## config.mk

```make
export PLATFORM = sky130hd
export DESIGN_NAME = rtcp_report_builder
export DESIGN_NICKNAME = d
export VERILOG_FILES = /design/src/hdl/rtcp_rb_pkg.sv /design/src/hdl/rtcp_report_builder.sv /design/src/hdl/rtcp_rb_builder.sv /design/src/hdl/rtcp_rb_outbuf.sv
export SDC_FILE = /design/constraint.sdc
export NUM_CORES = 1
export LEC_CHECK = 0
export ABC_AREA = 1
export BUFFER_PORTS_ARGS = -buffer_cell sky130_fd_sc_hd__clkbuf_2
export CORE_MARGIN = 5
export CORE_UTILIZATION = 57
export DETAILED_ROUTE_END_ITERATION = 10
export PLACE_DENSITY = 0.87
export SETUP_SLACK_MARGIN = 0.2
export SYNTH_ARGS = -nofsm -noshare
export SYNTH_HDL_FRONTEND = slang
export SYNTH_HIERARCHICAL = 1
export SYNTH_SLANG_ARGS = --single-unit
```

## constraint.sdc

```tcl
create_clock -name clk_i -period 19.5 [get_ports clk_i]
set_input_delay 0.975 -clock clk_i [delete_from_list [all_inputs] [get_ports clk_i]]
set_output_delay 0.975 -clock clk_i [all_outputs]
set_load 0.02 [all_outputs]
```

## src/hdl/rtcp_rb_pkg.sv

```systemverilog
// Package for the RTCP report builder: request codes, RTCP constants,
// item, frame and state types. No dependencies.
`timescale 1ns / 1ps
`default_nettype none
package rtcp_rb_pkg;

  typedef enum logic [1:0] {
    REQ_SR   = 2'd0,
    REQ_RR   = 2'd1,
    REQ_RB   = 2'd2,
    REQ_NONE = 2'd3
  } req_e;

  localparam int unsigned MaxWords = 7;
  localparam int unsigned CntW     = 3;

  localparam logic [1:0]  RtcpVersion = 2'd2;
  localparam logic [7:0]  PtSr        = 8'd200;
  localparam logic [7:0]  PtRr        = 8'd201;
  localparam logic [7:0]  SrWords     = 8'd7;
  localparam logic [7:0]  RrWords     = 8'd2;
  localparam logic [7:0]  RbWords     = 8'd6;
  localparam logic [11:0] CapReset    = 12'd1500;

  typedef struct packed {
    logic [1:0]  req_type;
    logic [31:0] ssrc;
    logic [63:0] ntp_time;
    logic [31:0] rtp_time;
    logic [31:0] sender_pkts;
    logic [31:0] octet_count;
    logic [4:0]  report_count;
    logic [7:0]  loss_fraction;
    logic [23:0] lost_total;
    logic [31:0] highest_sequence;
    logic [31:0] arrival_jitter;
    logic [63:0] sr_timing;
  } item_t;

  typedef struct packed {
    logic [MaxWords-1:0][31:0] words;
    logic [CntW-1:0]           cnt;
    logic                      last;
    logic                      err;
  } frame_t;

  typedef struct packed {
    logic [4:0] blocks_left;
    logic       dropping;
  } state_t;

endpackage
`default_nettype wire

```

## src/hdl/rtcp_report_builder.sv

```systemverilog
// RTCP SR/RR report builder: first word of a transaction is shown in the cycle
// after acceptance, then one word per cycle from the output word buffer while
// out_ready_i is high. An SR header yields 7 words, RR header 2, report block 6;
// the next item is taken as the last word leaves.
// Reset: capacity 1500 bytes, no open packet, buffer empty.
// Depends on rtcp_rb_pkg, rtcp_rb_builder, rtcp_rb_outbuf.
`timescale 1ns / 1ps
`default_nettype none
module rtcp_report_builder
  import rtcp_rb_pkg::*;
(
  input  logic        clk_i,
  input  logic        rst_ni,
  input  logic        cfg_we_i,
  input  logic [11:0] cfg_wdata_i,
  input  logic        in_valid_i,
  output logic        in_ready_o,
  input  logic [1:0]  req_type_i,
  input  logic [31:0] ssrc_i,
  input  logic [63:0] ntp_time_i,
  input  logic [31:0] rtp_time_i,
  input  logic [31:0] sender_pkts_i,
  input  logic [31:0] octet_count_i,
  input  logic [4:0]  report_count_i,
  input  logic [7:0]  loss_fraction_i,
  input  logic [23:0] lost_total_i,
  input  logic [31:0] highest_sequence_i,
  input  logic [31:0] arrival_jitter_i,
  input  logic [63:0] sr_timing_i,
  output logic        out_valid_o,
  input  logic        out_ready_i,
  output logic [31:0] packet_word_o,
  output logic        end_of_packet_o,
  output logic        overflow_error_o
);

  logic [11:0] cap_q;
  state_t      st_q, st_d;
  item_t       item;
  frame_t      frame;
  logic        accept;

  assign item = '{
    req_type:         req_type_i,
    ssrc:             ssrc_i,
    ntp_time:         ntp_time_i,
    rtp_time:         rtp_time_i,
    sender_pkts:      sender_pkts_i,
    octet_count:      octet_count_i,
    report_count:     report_count_i,
    loss_fraction:    loss_fraction_i,
    lost_total:       lost_total_i,
    highest_sequence: highest_sequence_i,
    arrival_jitter:   arrival_jitter_i,
    sr_timing:        sr_timing_i
  };

  assign accept = in_valid_i && in_ready_o;

  rtcp_rb_builder u_builder (
    .item_i  (item),
    .st_i    (st_q),
    .cap_i   (cap_q),
    .frame_o (frame),
    .st_o    (st_d)
  );

  rtcp_rb_outbuf u_outbuf (
    .clk_i            (clk_i),
    .rst_ni           (rst_ni),
    .load_i           (accept),
    .frame_i          (frame),
    .can_load_o       (in_ready_o),
    .out_valid_o      (out_valid_o),
    .out_ready_i      (out_ready_i),
    .packet_word_o    (packet_word_o),
    .end_of_packet_o  (end_of_packet_o),
    .overflow_error_o (overflow_error_o)
  );

  always_ff @(posedge clk_i or negedge rst_ni) begin
    if (!rst_ni) begin
      cap_q <= CapReset;
      st_q  <= '0;
    end else begin
      if (cfg_we_i) begin
        cap_q <= cfg_wdata_i;
      end
      if (accept) begin
        st_q <= st_d;
      end
    end
  end

`ifndef SYNTHESIS
  a_err_is_eop: assert property (@(posedge clk_i) disable iff (!rst_ni)
    out_valid_o && overflow_error_o |-> end_of_packet_o && (packet_word_o == 32'd0))
    else $error("refusal result must be a single zero end word");

  a_sr_hdr: assert property (@(posedge clk_i) disable iff (!rst_ni)
    accept && (req_type_i == REQ_SR) && !st_d.dropping
    |=> out_valid_o && (packet_word_o[23:16] == PtSr) && !overflow_error_o)
    else $error("accepted sender report did not present its header");

  a_block_count: assert property (@(posedge clk_i) disable iff (!rst_ni)
    accept && (req_type_i == REQ_RB) && (st_q.blocks_left != 5'd0)
    |=> st_q.blocks_left == $past(st_q.blocks_left) - 5'd1)
    else $error("report block did not consume one expected block");

  a_orphan_block: assert property (@(posedge clk_i) disable iff (!rst_ni)
    accept && (req_type_i == REQ_RB) && (st_q.blocks_left == 5'd0) |=> !out_valid_o)
    else $error("block without open packet produced output");
`endif

endmodule
`default_nettype wire

```

## src/hdl/rtcp_rb_builder.sv

```systemverilog
// Builds the words of one transaction and the next packet state.
// Depends on rtcp_rb_pkg.
`timescale 1ns / 1ps
`default_nettype none
module rtcp_rb_builder
  import rtcp_rb_pkg::*;
(
  input  item_t       item_i,
  input  state_t      st_i,
  input  logic [11:0] cap_i,
  output frame_t      frame_o,
  output state_t      st_o
);

  logic        is_sr;
  logic [7:0]  words;
  logic [9:0]  bytes;
  logic        too_big;
  logic [31:0] hdr;
  logic [4:0]  left_dec;

  assign is_sr   = (req_e'(item_i.req_type) == REQ_SR);
  assign words   = (is_sr ? SrWords : RrWords) + RbWords * {3'b000, item_i.report_count};
  assign bytes   = {words, 2'b00};
  assign too_big = {2'b00, bytes} > cap_i;
  assign hdr     = {RtcpVersion, 1'b0, item_i.report_count, (is_sr ? PtSr : PtRr),
                    8'h00, words - 8'd1};
  assign left_dec = st_i.blocks_left - 5'd1;

  always_comb begin
    frame_o = '0;
    st_o    = st_i;
    unique case (req_e'(item_i.req_type))
      REQ_SR, REQ_RR: begin
        st_o.blocks_left = item_i.report_count;
        st_o.dropping    = too_big;
        if (too_big) begin
          frame_o.cnt  = CntW'(1);
          frame_o.last = 1'b1;
          frame_o.err  = 1'b1;
        end else begin
          frame_o.last     = (item_i.report_count == 5'd0);
          frame_o.words[0] = hdr;
          frame_o.words[1] = item_i.ssrc;
          if (is_sr) begin
            frame_o.words[2] = item_i.ntp_time[63:32];
            frame_o.words[3] = item_i.ntp_time[31:0];
            frame_o.words[4] = item_i.rtp_time;
            frame_o.words[5] = item_i.sender_pkts;
            frame_o.words[6] = item_i.octet_count;
            frame_o.cnt      = CntW'(SrWords);
          end else begin
            frame_o.cnt      = CntW'(RrWords);
          end
        end
      end
      REQ_RB: begin
        if (st_i.blocks_left != 5'd0) begin
          st_o.blocks_left = left_dec;
          if (!st_i.dropping) begin
            frame_o.words[0] = item_i.ssrc;
            frame_o.words[1] = {item_i.loss_fraction, item_i.lost_total};
            frame_o.words[2] = item_i.highest_sequence;
            frame_o.words[3] = item_i.arrival_jitter;
            frame_o.words[4] = item_i.sr_timing[63:32];
            frame_o.words[5] = item_i.sr_timing[31:0];
            frame_o.cnt      = CntW'(RbWords);
            frame_o.last     = (left_dec == 5'd0);
          end
        end
      end
      REQ_NONE: begin
      end
      default: begin
      end
    endcase
  end

endmodule
`default_nettype wire

```

## src/hdl/rtcp_rb_outbuf.sv

```systemverilog
// Word buffer that holds one transaction's frame and shifts it out one
// word per cycle while out_ready_i is high. Depends on rtcp_rb_pkg.
`timescale 1ns / 1ps
`default_nettype none
module rtcp_rb_outbuf
  import rtcp_rb_pkg::*;
(
  input  logic        clk_i,
  input  logic        rst_ni,
  input  logic        load_i,
  input  frame_t      frame_i,
  output logic        can_load_o,
  output logic        out_valid_o,
  input  logic        out_ready_i,
  output logic [31:0] packet_word_o,
  output logic        end_of_packet_o,
  output logic        overflow_error_o
);

  logic [MaxWords-1:0][31:0] words_q, words_d;
  logic [CntW-1:0]           cnt_q, cnt_d;
  logic                      last_q, last_d;
  logic                      err_q, err_d;
  logic                      pop;

  assign out_valid_o      = (cnt_q != '0);
  assign pop              = out_valid_o && out_ready_i;
  assign can_load_o       = (cnt_q == '0) || ((cnt_q == CntW'(1)) && out_ready_i);
  assign packet_word_o    = words_q[0];
  assign end_of_packet_o  = (cnt_q == CntW'(1)) && last_q;
  assign overflow_error_o = err_q;

  always_comb begin
    words_d = words_q;
    cnt_d   = cnt_q;
    last_d  = last_q;
    err_d   = err_q;
    priority if (load_i) begin
      words_d = frame_i.words;
      cnt_d   = frame_i.cnt;
      last_d  = frame_i.last;
      err_d   = frame_i.err;
    end else if (pop) begin
      for (int i = 0; i < MaxWords - 1; i++) begin
        words_d[i] = words_q[i+1];
      end
      cnt_d = cnt_q - CntW'(1);
    end
  end

  always_ff @(posedge clk_i) begin
    words_q <= words_d;
  end

  always_ff @(posedge clk_i or negedge rst_ni) begin
    if (!rst_ni) begin
      cnt_q  <= '0;
      last_q <= 1'b0;
      err_q  <= 1'b0;
    end else begin
      cnt_q  <= cnt_d;
      last_q <= last_d;
      err_q  <= err_d;
    end
  end

endmodule
`default_nettype wire
```

==> parameters.txt <==
Parameter                              Value

Floorplan
  Site Rows ... 57
  Num ports ... 412
  Width of the chip ... 168 um
  Placeable core region ... 24400 um^2
  Initial core utilization ... 0.580
  Die footprint ... 28100 um^2
  Height of the chip ... 168 um

Critical path
  Highest-delay cell along the critical path ... buf_4
  Start point of the critical path ... report_count_i[0]
  Source of the worst register-to-register timing path ... u_outbuf/cnt_q[0]
  WP data required ... 19.89 ns
  R2R setup slack ... 15.06 ns
  Critical path's largest stage delay ... 0.83 ns
  Kind of capture point of the worst setup path ... flip-flop
  Classification of the worst setup path ... primary input to flip-flop
  Critical path cell sequence ... clkbuf_2, ha_1, inv_1, fa_1, nand2_1, nand2_1, nor2_1, nand2_1, nor2_1, nand2_1, nand2_1, nand2_1, ha_1, nand4_1, nor3_1, nor3_1, nand2_4, buf_4, nand3_1, nand2_1, nand2_1, nand2_1
  Critical path startpoint category ... primary input
  Arrival time at the worst endpoint ... 5.15 ns
  Reg-to-reg endpoint ... u_outbuf/words_q[73]
  Worst path most repeated cell ... nand2_1
  Count of cells along the worst register-to-register path ... 9
  Maximum fanout along the worst path ... 108
  Endpoint of the worst setup timing path ... u_outbuf/words_q[191]

STA
  Final Hold Viols ... 0
  Final setup viols ... 0
  Final WS setup ... 14.74 ns
  Final clock period utilization by the worst path ... 0.244
  Worst max-slew margin expressed relative to the limit ... 0.218
  Measured slew at the worst slew-check pin ... 1.17 ns
  Max-slew violation total from the final report ... 0
  Layout Skew ... 0.0164 ns
  Achievable clock frequency ... 210 MHz
  Setup repair after global routing missed its margin ... false
  Final critical-path required period ... 4.76 ns
  Accumulated negative setup slack ... 0 ns

Power
  Switch share ... 0.366
  Power share of the clock group ... 0.206
  Psw ... 0.815 mW
  Gate power share ... 0.339
  Pleak ... 8.67 nW
  Relative contribution of sequential cells to total power ... 0.455
  Worst IR Drop VDD ... 0.0756 mV
  Power density of the placed cells ... 133 nW/um^2
  Internal power ... 1.41 mW

Global route
  Total routing resource utilization after global routing ... 0.276
  Largest net degree at the start of global routing ... 138
  Wire length of the first global-routing pass ... 63.5 mm
  Number of global-route vias before repair ... 12588
  Antenna violations before repair ... 0
  Total overflow reported by the global router ... 0

Place
  Port Buffers ... 411
  Final weighted congestion in routability-driven placement ... 0.898
  Pre-CTS setup slack ... 14.34 ns
  Placed Instances ... 2435
  Placed inst area ... 15900 um^2
  Sum of net half-perimeters after detailed placement ... 28.8 mm

Run status
  Run status ... finished, final reports clean

Route
  Via count ... 13056
  DRC Markers ... 0
  Detail-routed via count per cell ... 5.26
  Final antenna-violating net count ... 0
  Routed wire length per instance ... 16.3 um
  Final wirelength ... 40.6 mm
  Total iterations of the first detailed-routing run ... 8
  DRC violation total after the first TritonRoute iteration ... 1295

Synthesis
  Count of synthesis-stage warnings from yosys ... 6
  Proportion of synthesized area in mux cells ... 0
  Largest cells by area after synthesis ... edfxtp_1 (48%), nand2_1 (27%), nand3_1 (5.5%)
  Post-synthesis register bit count ... 247
  Post-synthesis simple-gate area fraction ... 0.345
  Post-synth cell types ... 33
  Nets in the synthesized netlist ... 2226
  Share of synthesized cell area in full adder, half adder and majority cells ... 0.0226
  Share of the synthesized area in compound gates (AO/OA/AOI/OAI) ... 0.0314
  Synthesized cell area ... 14200 um^2
  Largest area contributor in the netlist ... edfxtp_1
  Share of the synthesized area in the top cell type ... 0.475
  Dominant combinational cell family by area after synthesis ... simple AND/OR/NAND/NOR gates
  Share of the synthesized netlist area taken by xor and xnor gates ... 0.00309
  Cell count after synthesis ... 1825
  Register area share after synthesis ... 0.516
  Mean Syn Cell Area ... 7.76 um^2

Clocking
  Skew-Pair Late Insertion Delay ... 0.52 ns
  Clock transition at path regs ... 0.06 ns
  Count of H-tree levels built during CTS ... 1
  Clock tree from TritonCTS ... built
  Post-CTS setup buffer count ... 0
  Clock Path Buffers ... 3
  Hold Buf Count CTS ... 0
  TritonCTS Buffers ... 27
  Number of sinks driven by the clock tree ... 247
  Number of instances resized during post-cts repair ... 0
  Root buffer cell ... clkbuf_16

Cells and area
  Multi-input logic area ... 5720 um^2
  Inserted Diodes ... 0
  Filler instances ... 2012
  Growth of design area from synthesis to finish ... 18.1%
  Final net count ... 2541
  Footprint of the flip-flops and latches ... 7310 um^2
  Layout cell share with drive strength beyond 1 ... 0.221
  Final std cell area, no fill ... 16700 um^2
  Final non-filler cell total ... 2483

Flow run
  Number of violations of the max-capacitance limit ... 0

Hold path
  Class of the tightest hold or removal check ... primary input to async pin
-- Yosys cell counts --
master and n:
nor2_4 1, nand3_1 156, o22ai_1 12, nand2_2 1
clkbuf_1 34, o211ai_1 3, buf_4 42, fa_1 1
buf_1 8, a21boi_1 1, nor2_1 63, nand4_1 4
nor2_2 1, a21oi_1 7, nor3_1 2, dfrtp_1 16
o21ai_0 54, dfstp_2 7, buf_2 41, inv_2 4
ha_1 24, nand2_1 1008, edfxtp_1 224, xnor2_1 2
buf_6 12, xor2_1 3, and2_1 1, nand3b_1 2
o221ai_1 2, o21ai_2 1, o21bai_1 1, nor4_1 1
inv_1 86
-- per-layer routing --
layer | routed length, um | up-vias | GRT usage
li1 | - | 6432 | -
met1 | 16000 | 5836 | 0.367
met2 | 19700 | 698 | 0.467
met3 | 3430 | 90 | 0.0408
met4 | 1420 | 0 | 0.0949
met5 | 0 | - | 0
-- stage by stage --
| stage | power, mW | utilization | hold WS, ns |
|---|---|---|---|
| after floorplan | 1.61 | - | 0.442 |
| after global placement | 1.75 | 0.653 | 0.458 |
| after detailed placement | 1.77 | 0.653 | 0.461 |
| after CTS | 2.24 | 0.685 | 0.471 |
| after global routing | 2.38 | 0.685 | 0.488 |
| final | 2.23 | 0.685 | 0.470 |
-- worst max-delay path: cells and delay by family --
kind                     cells  cell delay [ns]
AND/OR/NAND/NOR             16             2.06
buffers and inverters        3             1.07
adder cells (fa/ha/maj)      3             0.88
-- sequential cells by signal, summed over array words and instances, names as in the netlist --
register,count
cap_q,12
st_q,6
u_outbuf/cnt_q,3
u_outbuf/last_q,1
u_outbuf/overflow_error_o,1
u_outbuf/packet_word_o,32
u_outbuf/words_q,192
-- cell families (layout without fill, tap and decap cells) --
family | count (synthesis) | after routing
and+or+nand+nor | 1240 | 1240
AOI/OAI and AO/OA | 81 | 81
xor gates and xnor gates | 5 | 5
adders and majority gates | 25 | 25
buffers and inverters | 227 | 561
DFF | 247 | 247
-- placed cells by master (no fill, tap or decap), types with 9 or more instances in the layout --
cell type  instances
nand3_1          156
o22ai_1           12
edfxtp_1         224
clkbuf_16         27
o21ai_0           54
ha_1              24
inv_1             85
dfrtp_1           16
nor2_1            63
clkbuf_2         411
buf_4             12
nand2_1         1006
clkbuf_1           9
-- cell type report --
cell class              count  area share
multi-input cells        1351       0.342
clock inverters            10     0.00299
clock buffers              38      0.0441
well taps                 324      0.0243
flip-flops and latches    247       0.437
repair buffers            423       0.128
inverters                  90      0.0210
-- power by group through the flow --
| stage | Combinational (mW) | Sequential [mW] | Clock, mW |
|---|---|---|---|
| 5_1_grt | 0.849 | 1.03 | 0.495 |
| 3_5_place_dp | 0.749 | 1.02 | 0 |
| 4_1_cts | 0.754 | 1.01 | 0.468 |
| 3_3_place_gp | 0.732 | 1.02 | 0 |
| 2_1_floorplan | 0.583 | 1.03 | 0 |
| 6_report | 0.754 | 1.01 | 0.460 |
-- worst min-delay path by stage --
stage / from / to / slack [ns] / cells past startpoint
3_3_place_gp: st_q[2] / st_q[2] / 0.46 / 2
5_1_grt: cap_q[2] / cap_q[2] / 0.49 / 2
4_1_cts: rst_ni / cap_q[1] / 0.47 / 1
3_5_place_dp: st_q[2] / st_q[2] / 0.46 / 2
2_1_floorplan: st_q[2] / st_q[2] / 0.44 / 2
6_report: rst_ni / cap_q[0] / 0.47 / 1
(Power assumes the default switching activity.)
